==> config.mk <==
export PLATFORM = sky130hd
export DESIGN_NAME = fat_cluster_chain_block_walker_top
export DESIGN_NICKNAME = d
export VERILOG_FILES = /design/src/hw/rtl/fcw_pkg.sv /design/src/hw/rtl/fat_cluster_chain_block_walker_top.sv
export SDC_FILE = /design/constraint.sdc
export NUM_CORES = 2
export LEC_CHECK = 0
export ABC_AREA = 1
export BUFFER_PORTS_ARGS = -buffer_cell sky130_fd_sc_hd__buf_2
export CAP_MARGIN = 20
export CORE_MARGIN = 2
export CORE_UTILIZATION = 50
export CTS_BUF_LIST = sky130_fd_sc_hd__clkbuf_4
export DETAILED_ROUTE_END_ITERATION = 12
export GPL_ROUTABILITY_DRIVEN = 0
export MAX_ROUTING_LAYER = met4
export PLACE_DENSITY = 0.68
export RECOVER_POWER = 25
export SYNTH_ARGS = -nofsm -noshare
export SYNTH_HDL_FRONTEND = slang
export SYNTH_SLANG_ARGS = --single-unit
==> constraint.sdc <==
create_clock -name clock -period 10.4 [get_ports clock]
set_clock_uncertainty 0.2 [all_clocks]
set_input_delay 2.08 -clock clock [delete_from_list [all_inputs] [get_ports clock]]
set_output_delay 2.08 -clock clock [all_outputs]
set_load 0.05 [all_outputs]
==> src/hw/rtl/fcw_pkg.sv <==
// Package for the FAT cluster chain block walker.
// Command, result kind and table format codes, plus block size constants.
// No dependencies.
package fcw_pkg;

   localparam int unsigned BLOCK_BYTES = 512;
   localparam int unsigned BLOCK_SHIFT = 9;

   // input commands
   localparam logic [1:0] CMD_OPEN = 2'd0;
   localparam logic [1:0] CMD_READ = 2'd1;
   localparam logic [1:0] CMD_WORD = 2'd2;

   // result kinds
   localparam logic [1:0] KIND_DATA   = 2'd0;
   localparam logic [1:0] KIND_TABLE  = 2'd1;
   localparam logic [1:0] KIND_EOF    = 2'd2;
   localparam logic [1:0] KIND_OPENED = 2'd3;

   // table formats; code 3 behaves as FAT32
   localparam logic [1:0] FAT_12 = 2'd0;
   localparam logic [1:0] FAT_16 = 2'd1;
   localparam logic [1:0] FAT_32 = 2'd2;

   // configuration register indexes
   localparam logic [1:0] REG_FAT_KIND   = 2'd0;
   localparam logic [1:0] REG_TABLE_BASE = 2'd1;
   localparam logic [1:0] REG_DATA_BASE  = 2'd2;
   localparam logic [1:0] REG_CLUSTER    = 2'd3;

   // end of chain markers
   localparam logic [11:0] EOC_FAT12 = 12'hff8;
   localparam logic [15:0] EOC_FAT16 = 16'hfff8;
   localparam logic [27:0] EOC_FAT32 = 28'hffffff8;

endpackage : fcw_pkg

==> src/hw/rtl/fat_cluster_chain_block_walker_top.sv <==
// FAT cluster chain block walker: input register, single pass of logic, result register.
// Depends on fcw_pkg.
// An accepted item loads the input register; its result then loads the result register,
// raising rsp_valid unless rsp_stall holds the previous result. Throughput: one item
// per cycle while rsp_stall is low; the walk state is updated at the edge the result
// register loads, so the next item sees it at once. One 32x17 multiply sets the path.
// Reset (synchronous, active high): walk state and flags cleared, no item held,
// registers back to FAT16, zero bases, 512-byte clusters.
module fat_cluster_chain_block_walker_top
   import fcw_pkg::*;
(
   input  logic        clock,
   input  logic        reset,
   // command channel
   input  logic        req_valid,
   output logic        req_stall,
   input  logic [1:0]  req_cmd,
   input  logic [31:0] req_start_cluster,
   input  logic [31:0] req_file_bytes,
   input  logic [31:0] req_table_word,
   // result channel
   output logic        rsp_valid,
   input  logic        rsp_stall,
   output logic [1:0]  rsp_kind,
   output logic [22:0] rsp_block_number,
   output logic [8:0]  rsp_byte_in_block,
   output logic [9:0]  rsp_byte_count,
   output logic        rsp_last_block,
   // register writes
   input  logic        csr_valid,
   output logic        csr_ready,
   input  logic [1:0]  csr_index,
   input  logic [31:0] csr_wdata
);

   // configuration
   logic [1:0]  fat_kind_ff;
   logic [31:0] table_base_ff;
   logic [31:0] data_base_ff;
   logic [16:0] cluster_bytes_ff;

   // input register
   logic        in_valid_ff, in_valid_in;
   logic [1:0]  in_cmd_ff;
   logic [31:0] in_start_ff;
   logic [31:0] in_bytes_ff;
   logic [31:0] in_word_ff;

   // walk state
   logic [31:0] cur_cluster_ff, cur_cluster_in;
   logic [16:0] offset_ff, offset_in;
   logic [31:0] bytes_left_ff, bytes_left_in;
   logic        at_end_ff, at_end_in;
   logic        awaiting_ff, awaiting_in;

   // result register
   logic        out_valid_ff;
   logic [1:0]  out_kind_ff, out_kind_in;
   logic [22:0] out_block_ff, out_block_in;
   logic [8:0]  out_byte_ff, out_byte_in;
   logic [9:0]  out_count_ff, out_count_in;
   logic        out_last_ff, out_last_in;
   logic        res_valid;

   logic        fire;
   logic        take;

   // datapath
   logic [31:0] next_entry;
   logic        chain_end;
   logic        use_next;
   logic [31:0] clus_sel;
   logic [16:0] off_sel;
   logic [31:0] clus_rel;
   logic [31:0] clus_prod;
   logic [31:0] data_addr;
   logic [31:0] tri_cluster;
   logic [31:0] table_off;
   logic [31:0] table_addr;
   logic        short_tail;

   assign fire      = in_valid_ff && (!out_valid_ff || !rsp_stall);
   assign req_stall = in_valid_ff && !fire;
   assign take      = req_valid && !req_stall;
   assign in_valid_in = take || (in_valid_ff && !fire);
   assign csr_ready = 1'b1;

   // table entry decode
   always_comb begin
      case (fat_kind_ff)
         FAT_12: begin
            if (cur_cluster_ff[0]) begin
               next_entry = {20'd0, in_word_ff[15:4]};
            end else begin
               next_entry = {20'd0, in_word_ff[11:0]};
            end
            chain_end = next_entry[11:0] >= EOC_FAT12;
         end
         FAT_16: begin
            next_entry = {16'd0, in_word_ff[15:0]};
            chain_end  = next_entry[15:0] >= EOC_FAT16;
         end
         default: begin
            next_entry = {4'd0, in_word_ff[27:0]};
            chain_end  = next_entry[27:0] >= EOC_FAT32;
         end
      endcase
   end

   // after a returned word the data request runs on the next cluster
   assign use_next  = (in_cmd_ff == CMD_WORD);
   assign clus_sel  = use_next ? next_entry : cur_cluster_ff;
   assign off_sel   = use_next ? (offset_ff - cluster_bytes_ff) : offset_ff;
   assign clus_rel  = clus_sel - 32'd2;
   assign clus_prod = clus_rel * {15'd0, cluster_bytes_ff};
   assign data_addr = data_base_ff + clus_prod + {15'd0, off_sel};
   assign short_tail = (bytes_left_ff[31:BLOCK_SHIFT] == '0);

   // cluster * 3 / 2 wraps in 32 bits before the halving
   assign tri_cluster = cur_cluster_ff + {cur_cluster_ff[30:0], 1'b0};
   always_comb begin
      case (fat_kind_ff)
         FAT_12:  table_off = {1'b0, tri_cluster[31:1]};
         FAT_16:  table_off = {cur_cluster_ff[30:0], 1'b0};
         default: table_off = {cur_cluster_ff[29:0], 2'b00};
      endcase
   end
   assign table_addr = table_base_ff + table_off;

   always_comb begin
      logic do_data;
      do_data        = 1'b0;
      cur_cluster_in = cur_cluster_ff;
      offset_in      = offset_ff;
      bytes_left_in  = bytes_left_ff;
      at_end_in      = at_end_ff;
      awaiting_in    = awaiting_ff;
      res_valid      = 1'b0;
      out_kind_in    = KIND_EOF;
      out_block_in   = '0;
      out_byte_in    = '0;
      out_count_in   = '0;
      out_last_in    = 1'b0;

      case (in_cmd_ff)
         CMD_OPEN: begin
            cur_cluster_in = in_start_ff;
            bytes_left_in  = in_bytes_ff;
            offset_in      = '0;
            at_end_in      = 1'b0;
            awaiting_in    = 1'b0;
            res_valid      = 1'b1;
            out_kind_in    = KIND_OPENED;
         end
         CMD_READ: begin
            res_valid = 1'b1;
            if (at_end_ff) begin
               out_kind_in = KIND_EOF;
            end else if (offset_ff >= cluster_bytes_ff) begin
               awaiting_in  = 1'b1;
               out_kind_in  = KIND_TABLE;
               out_block_in = table_addr[31:BLOCK_SHIFT];
               out_byte_in  = table_addr[BLOCK_SHIFT-1:0];
            end else begin
               do_data = 1'b1;
            end
         end
         CMD_WORD: begin
            // stray words are dropped without a result
            if (awaiting_ff && !at_end_ff) begin
               res_valid   = 1'b1;
               awaiting_in = 1'b0;
               if (chain_end) begin
                  at_end_in   = 1'b1;
                  out_kind_in = KIND_EOF;
               end else begin
                  cur_cluster_in = next_entry;
                  offset_in      = off_sel;
                  do_data        = 1'b1;
               end
            end
         end
         default: begin
         end
      endcase

      if (do_data) begin
         awaiting_in  = 1'b0;
         out_kind_in  = KIND_DATA;
         out_block_in = data_addr[31:BLOCK_SHIFT];
         if (short_tail) begin
            at_end_in    = 1'b1;
            out_count_in = bytes_left_ff[9:0];
            out_last_in  = 1'b1;
         end else begin
            bytes_left_in = bytes_left_ff - 32'(BLOCK_BYTES);
            offset_in     = off_sel + 17'(BLOCK_BYTES);
            out_count_in  = 10'(BLOCK_BYTES);
         end
      end
   end

   always_ff @(posedge clock) begin
      if (reset) begin
         fat_kind_ff      <= FAT_16;
         table_base_ff    <= '0;
         data_base_ff     <= '0;
         cluster_bytes_ff <= 17'(BLOCK_BYTES);
         in_valid_ff      <= 1'b0;
         out_valid_ff     <= 1'b0;
         cur_cluster_ff   <= '0;
         offset_ff        <= '0;
         bytes_left_ff    <= '0;
         at_end_ff        <= 1'b0;
         awaiting_ff      <= 1'b0;
      end else begin
         if (csr_valid && csr_ready) begin
            case (csr_index)
               REG_FAT_KIND:   fat_kind_ff      <= csr_wdata[1:0];
               REG_TABLE_BASE: table_base_ff    <= csr_wdata;
               REG_DATA_BASE:  data_base_ff     <= csr_wdata;
               REG_CLUSTER:    cluster_bytes_ff <= csr_wdata[16:0];
               default: begin
               end
            endcase
         end
         in_valid_ff <= in_valid_in;
         if (fire) begin
            out_valid_ff   <= res_valid;
            cur_cluster_ff <= cur_cluster_in;
            offset_ff      <= offset_in;
            bytes_left_ff  <= bytes_left_in;
            at_end_ff      <= at_end_in;
            awaiting_ff    <= awaiting_in;
         end else if (!rsp_stall) begin
            out_valid_ff <= 1'b0;
         end
      end
   end

   // payload registers
   always_ff @(posedge clock) begin
      if (take) begin
         in_cmd_ff   <= req_cmd;
         in_start_ff <= req_start_cluster;
         in_bytes_ff <= req_file_bytes;
         in_word_ff  <= req_table_word;
      end
      if (fire) begin
         out_kind_ff  <= out_kind_in;
         out_block_ff <= out_block_in;
         out_byte_ff  <= out_byte_in;
         out_count_ff <= out_count_in;
         out_last_ff  <= out_last_in;
      end
   end

   assign rsp_valid         = out_valid_ff;
   assign rsp_kind          = out_kind_ff;
   assign rsp_block_number  = out_block_ff;
   assign rsp_byte_in_block = out_byte_ff;
   assign rsp_byte_count    = out_count_ff;
   assign rsp_last_block    = out_last_ff;

   // the last data block of a file must leave the walker at end of file
   a_last_sets_end: assert property (@(posedge clock) disable iff (reset)
      fire && res_valid && out_kind_in == KIND_DATA && out_last_in |=> at_end_ff)
      else $error("last block issued without end of file");

   // a table request always leaves a word pending
   a_table_pends: assert property (@(posedge clock) disable iff (reset)
      fire && res_valid && out_kind_in == KIND_TABLE |=> awaiting_ff)
      else $error("table request without pending word");

   a_count_range: assert property (@(posedge clock) disable iff (reset)
      rsp_valid |-> rsp_byte_count <= 10'(BLOCK_BYTES))
      else $error("byte count above block size");

   a_last_only_data: assert property (@(posedge clock) disable iff (reset)
      rsp_valid && rsp_last_block |-> rsp_kind == KIND_DATA)
      else $error("last block flag on a non-data result");

endmodule : fat_cluster_chain_block_walker_top
==> flow_summary.yaml <==
clock_network:
  h-tree-depth: 3
  cts_buffer_depth: 3
  ctsResizeCount: 0
  post_cts.repair.setup_buffers: 0
  cts_hold_buf: 0
  insertion_delay_ps: 850
  cts_root_buf: "clkbuf_4"
  path_clk_slew_ps: 70
  cts.sinks: 307
  numCtsBuffers: 84
  cts_tree: "yes"
flow_run:
  drv_cap: 1
floorplanning:
  io_pins: 185
  die_h_um: 254
  fp.dieW_um: 254
  rows: 91
  die-area_um2: 64400
  core_um2: 61700
  start_util_pct: 50.5
drt:
  routed_wl_mm: 98.1
  routedWlPerCell_um: 19.4
  drc_errors: 0
  vias: 27500
  first_pass_iters: 5
  viasPerCell: 5.45
  drt_iter0_drc: 2731
  ant_nets: 0
sta:
  period_share_pct: 93.1
  maxSlewViolCount: 39
  setup_ws_ps: 718
  fmax_ghz: 0.103
  rsz0062_at_grt: "no"
  finalSetupViolations: 0
  fin_hold_ws_ps: 248
  min_period_ps: 9680
  worst_slew_pin_slew_ps: 2650
  hold_viol_final: 0
  tns_ps: 0
  slew_headroom_pct: -76.8
critical_path:
  cp_common_cell: "nand3_1"
  cp_max_fo: 8
  cp.arrival_ps: 10050
  rrSetupSlack_ps: 720
  r2r_start: "fat_kind_ff[1]"
  endpoint: "rsp_block_number[22]"
  critPathSlowestCell: "fa_1"
  critPathCaptureType: "register"
  required_ps: 10770
  r2r_end: "rsp_block_number[22]"
  setup.worst_path.start_class: "register"
  reg2reg_depth: 33
  max_stage_delay_ps: 590
  cp-startpoint: "fat_kind_ff[1]"
  critPathKind: "register to register"
logic_synthesis:
  synth_edf_count: 139
  synth_ff_type: "dfxtp_1"
  synthAdderAreaFrac_pct: 30.3
  synth_compound_area_share_pct: 12.4
  synth_common_cells: "inv_1, nand2_1, nor2_1, fa_1, a21oi_1"
  synth_top_family_by_area: "adder cells"
  syn_nets: 4627
  synth_xor_area_share_pct: 3.09
  netlist_area_um2: 31200
  yosys.area.top_type_share_pct: 23.5
  avgSynthCellArea_um2: 7.88
  synthTopCellsByArea: "fa_1, edfxtp_1, dfxtp_1"
  yosysSeqAreaShare_pct: 24.2
  synth_most_common_cell: "inv_1"
  async_reset_ff_share_pct: 0
  yosys.area_share.simple_pct: 18.9
  synth_cells: 3956
  yosysWarnings: 0
  synthMuxAreaShare_pct: 0.0321
  ys_ff_latch: 307
  ys_types: 55
  yosysTopAreaCell: "fa_1"
min_path:
  hold_path.class: "register to register"
layout:
  synthToLayoutAreaGrowth_pct: 9.68
  drive_above_1_share_pct: 10.9
  finalNonFillerCells: 5052
  nNetsFinal: 4807
pwr:
  leakage_uw: 0.0165
  vdd_drop_max_mv: 0.169
  p_per_area_nw_per_um2: 159
grt:
  grt_max_degree: 83
  antenna_found_initial: 6
  grt_pass1_wl_mm: 151
  groute.usage.overall_pct: 31.9
  grt_overflow: 0
  first_global_vias: 26700
placed_design:
  place_ws_ps: 891
  dp_hpwl_mm: 76.6
  dp_cells: 4885
  port_buffers: 179
outcome:
  outcome: "finished, violations left"
  violations: "max-capacitance violations, max-slew violations"
## area by class of cell
type,instances,area (µm²)
tap,837,1050
inverter,761,2860
fill,5938,27500
clock inverter,28,148
antenna,7,17.5
timing repair buffer,243,1430
clock buffer,130,976
sequential,307,7540
multi-input combinational,2739,20200
## metal layers
layer	GRT usage [%]	vias up	share of wire, %
met5	-	-	0
met4	12.7	0	4.6
met3	7.88	225	11
met2	47.3	1262	43
met1	42.0	13100	41
li1	-	13000	-
## metrics by stage
stage / instance area (µm²) / util (%) / total power (µW)
global route: 34200 / 55.4 / 5860
CTS: 34100 / 55.3 / 5450
floorplan: 31200 / - / 3320
finish: 34200 / 55.4 / 5450
global placement: 33000 / 53.4 / 4250
detailed placement: 33000 / 53.5 / 4290
## cell families (layout without fill, tap and decap cells)
group                      after synthesis  count (layout)
and+or+nand+nor                       1421            1421
buffers and inverters                  910            1162
AOI/OAI and AO/OA                      672             672
adders and majority gates              534             534
DFF                                    307             307
xor gates and xnor gates               110             110
other                                    1               8
muxes                                    1               1
## worst max-delay path, delay by kind of cell (launching register included)
family / cells / cell delay, ps
buffers and inverters: 5 / 870
xor gates and xnor gates: 1 / 420
AOI/OAI and AO/OA: 6 / 1430
DFF: 1 / 340
adders and majority gates: 8 / 3740
and+or+nand+nor: 13 / 2400
## layout by cell type (no fill, tap or decap), types with 9 or more instances in the layout
master | Yosys | layout
a31oi_1 | 30 | 30
fa_1 | 366 | 366
dfxtp_1 | 168 | 168
a21boi_0 | 10 | 10
a21oi_1 | 222 | 222
nand2_2 | 19 | 19
nand2_1 | 656 | 656
xor2_1 | 66 | 66
o21ai_0 | 215 | 215
clkinv_1 | 9 | 25
xnor2_1 | 44 | 44
o221ai_1 | 24 | 24
a211oi_1 | 24 | 24
buf_2 | 9 | 176
o211ai_1 | 46 | 46
nand3_1 | 135 | 135
nand4_1 | 31 | 31
a21o_1 | 11 | 11
a22oi_1 | 9 | 9
nor3_1 | 24 | 24
clkbuf_4 | 0 | 130
ha_1 | 168 | 167
o21ai_1 | 21 | 21
o22ai_1 | 38 | 38
buf_4 | 3 | 60
edfxtp_1 | 139 | 139
inv_1 | 735 | 733
inv_2 | 17 | 17
nor2_1 | 504 | 502
or2_2 | 10 | 10
## sequential cells by signal, summed over array words and instances (netlist names), 23 cells and up
signal	count
data_base_ff	32
in_word_ff	28
in_bytes_ff	32
rsp_block_number	23
bytes_left_ff	32
in_start_ff	32
table_base_ff	32
cur_cluster_ff	32
## report_power, final
| part | leakage (µW) | switching (µW) | internal, µW |
|---|---|---|---|
| clock network | 0.000667 | 561 | 578 |
| logic | 0.0131 | 1990 | 929 |
| registers | 0.00272 | 50.6 | 1340 |
| total | 0.0165 | 2600 | 2850 |
## worst min-delay path by stage
| stage | depth (start not counted) | from | endpoint | slack (ps) |
|---|---|---|---|---|
| finish | 2 | bytes_left_ff[1] | bytes_left_ff[1] | 250 |
| global route | 2 | bytes_left_ff[5] | bytes_left_ff[5] | 280 |
| floorplan | 2 | bytes_left_ff[0] | bytes_left_ff[0] | 230 |
| detailed placement | 2 | bytes_left_ff[5] | bytes_left_ff[5] | 240 |
| global placement | 2 | bytes_left_ff[6] | bytes_left_ff[6] | 240 |
| CTS | 2 | bytes_left_ff[5] | bytes_left_ff[5] | 250 |
(Power assumes the default switching activity.)
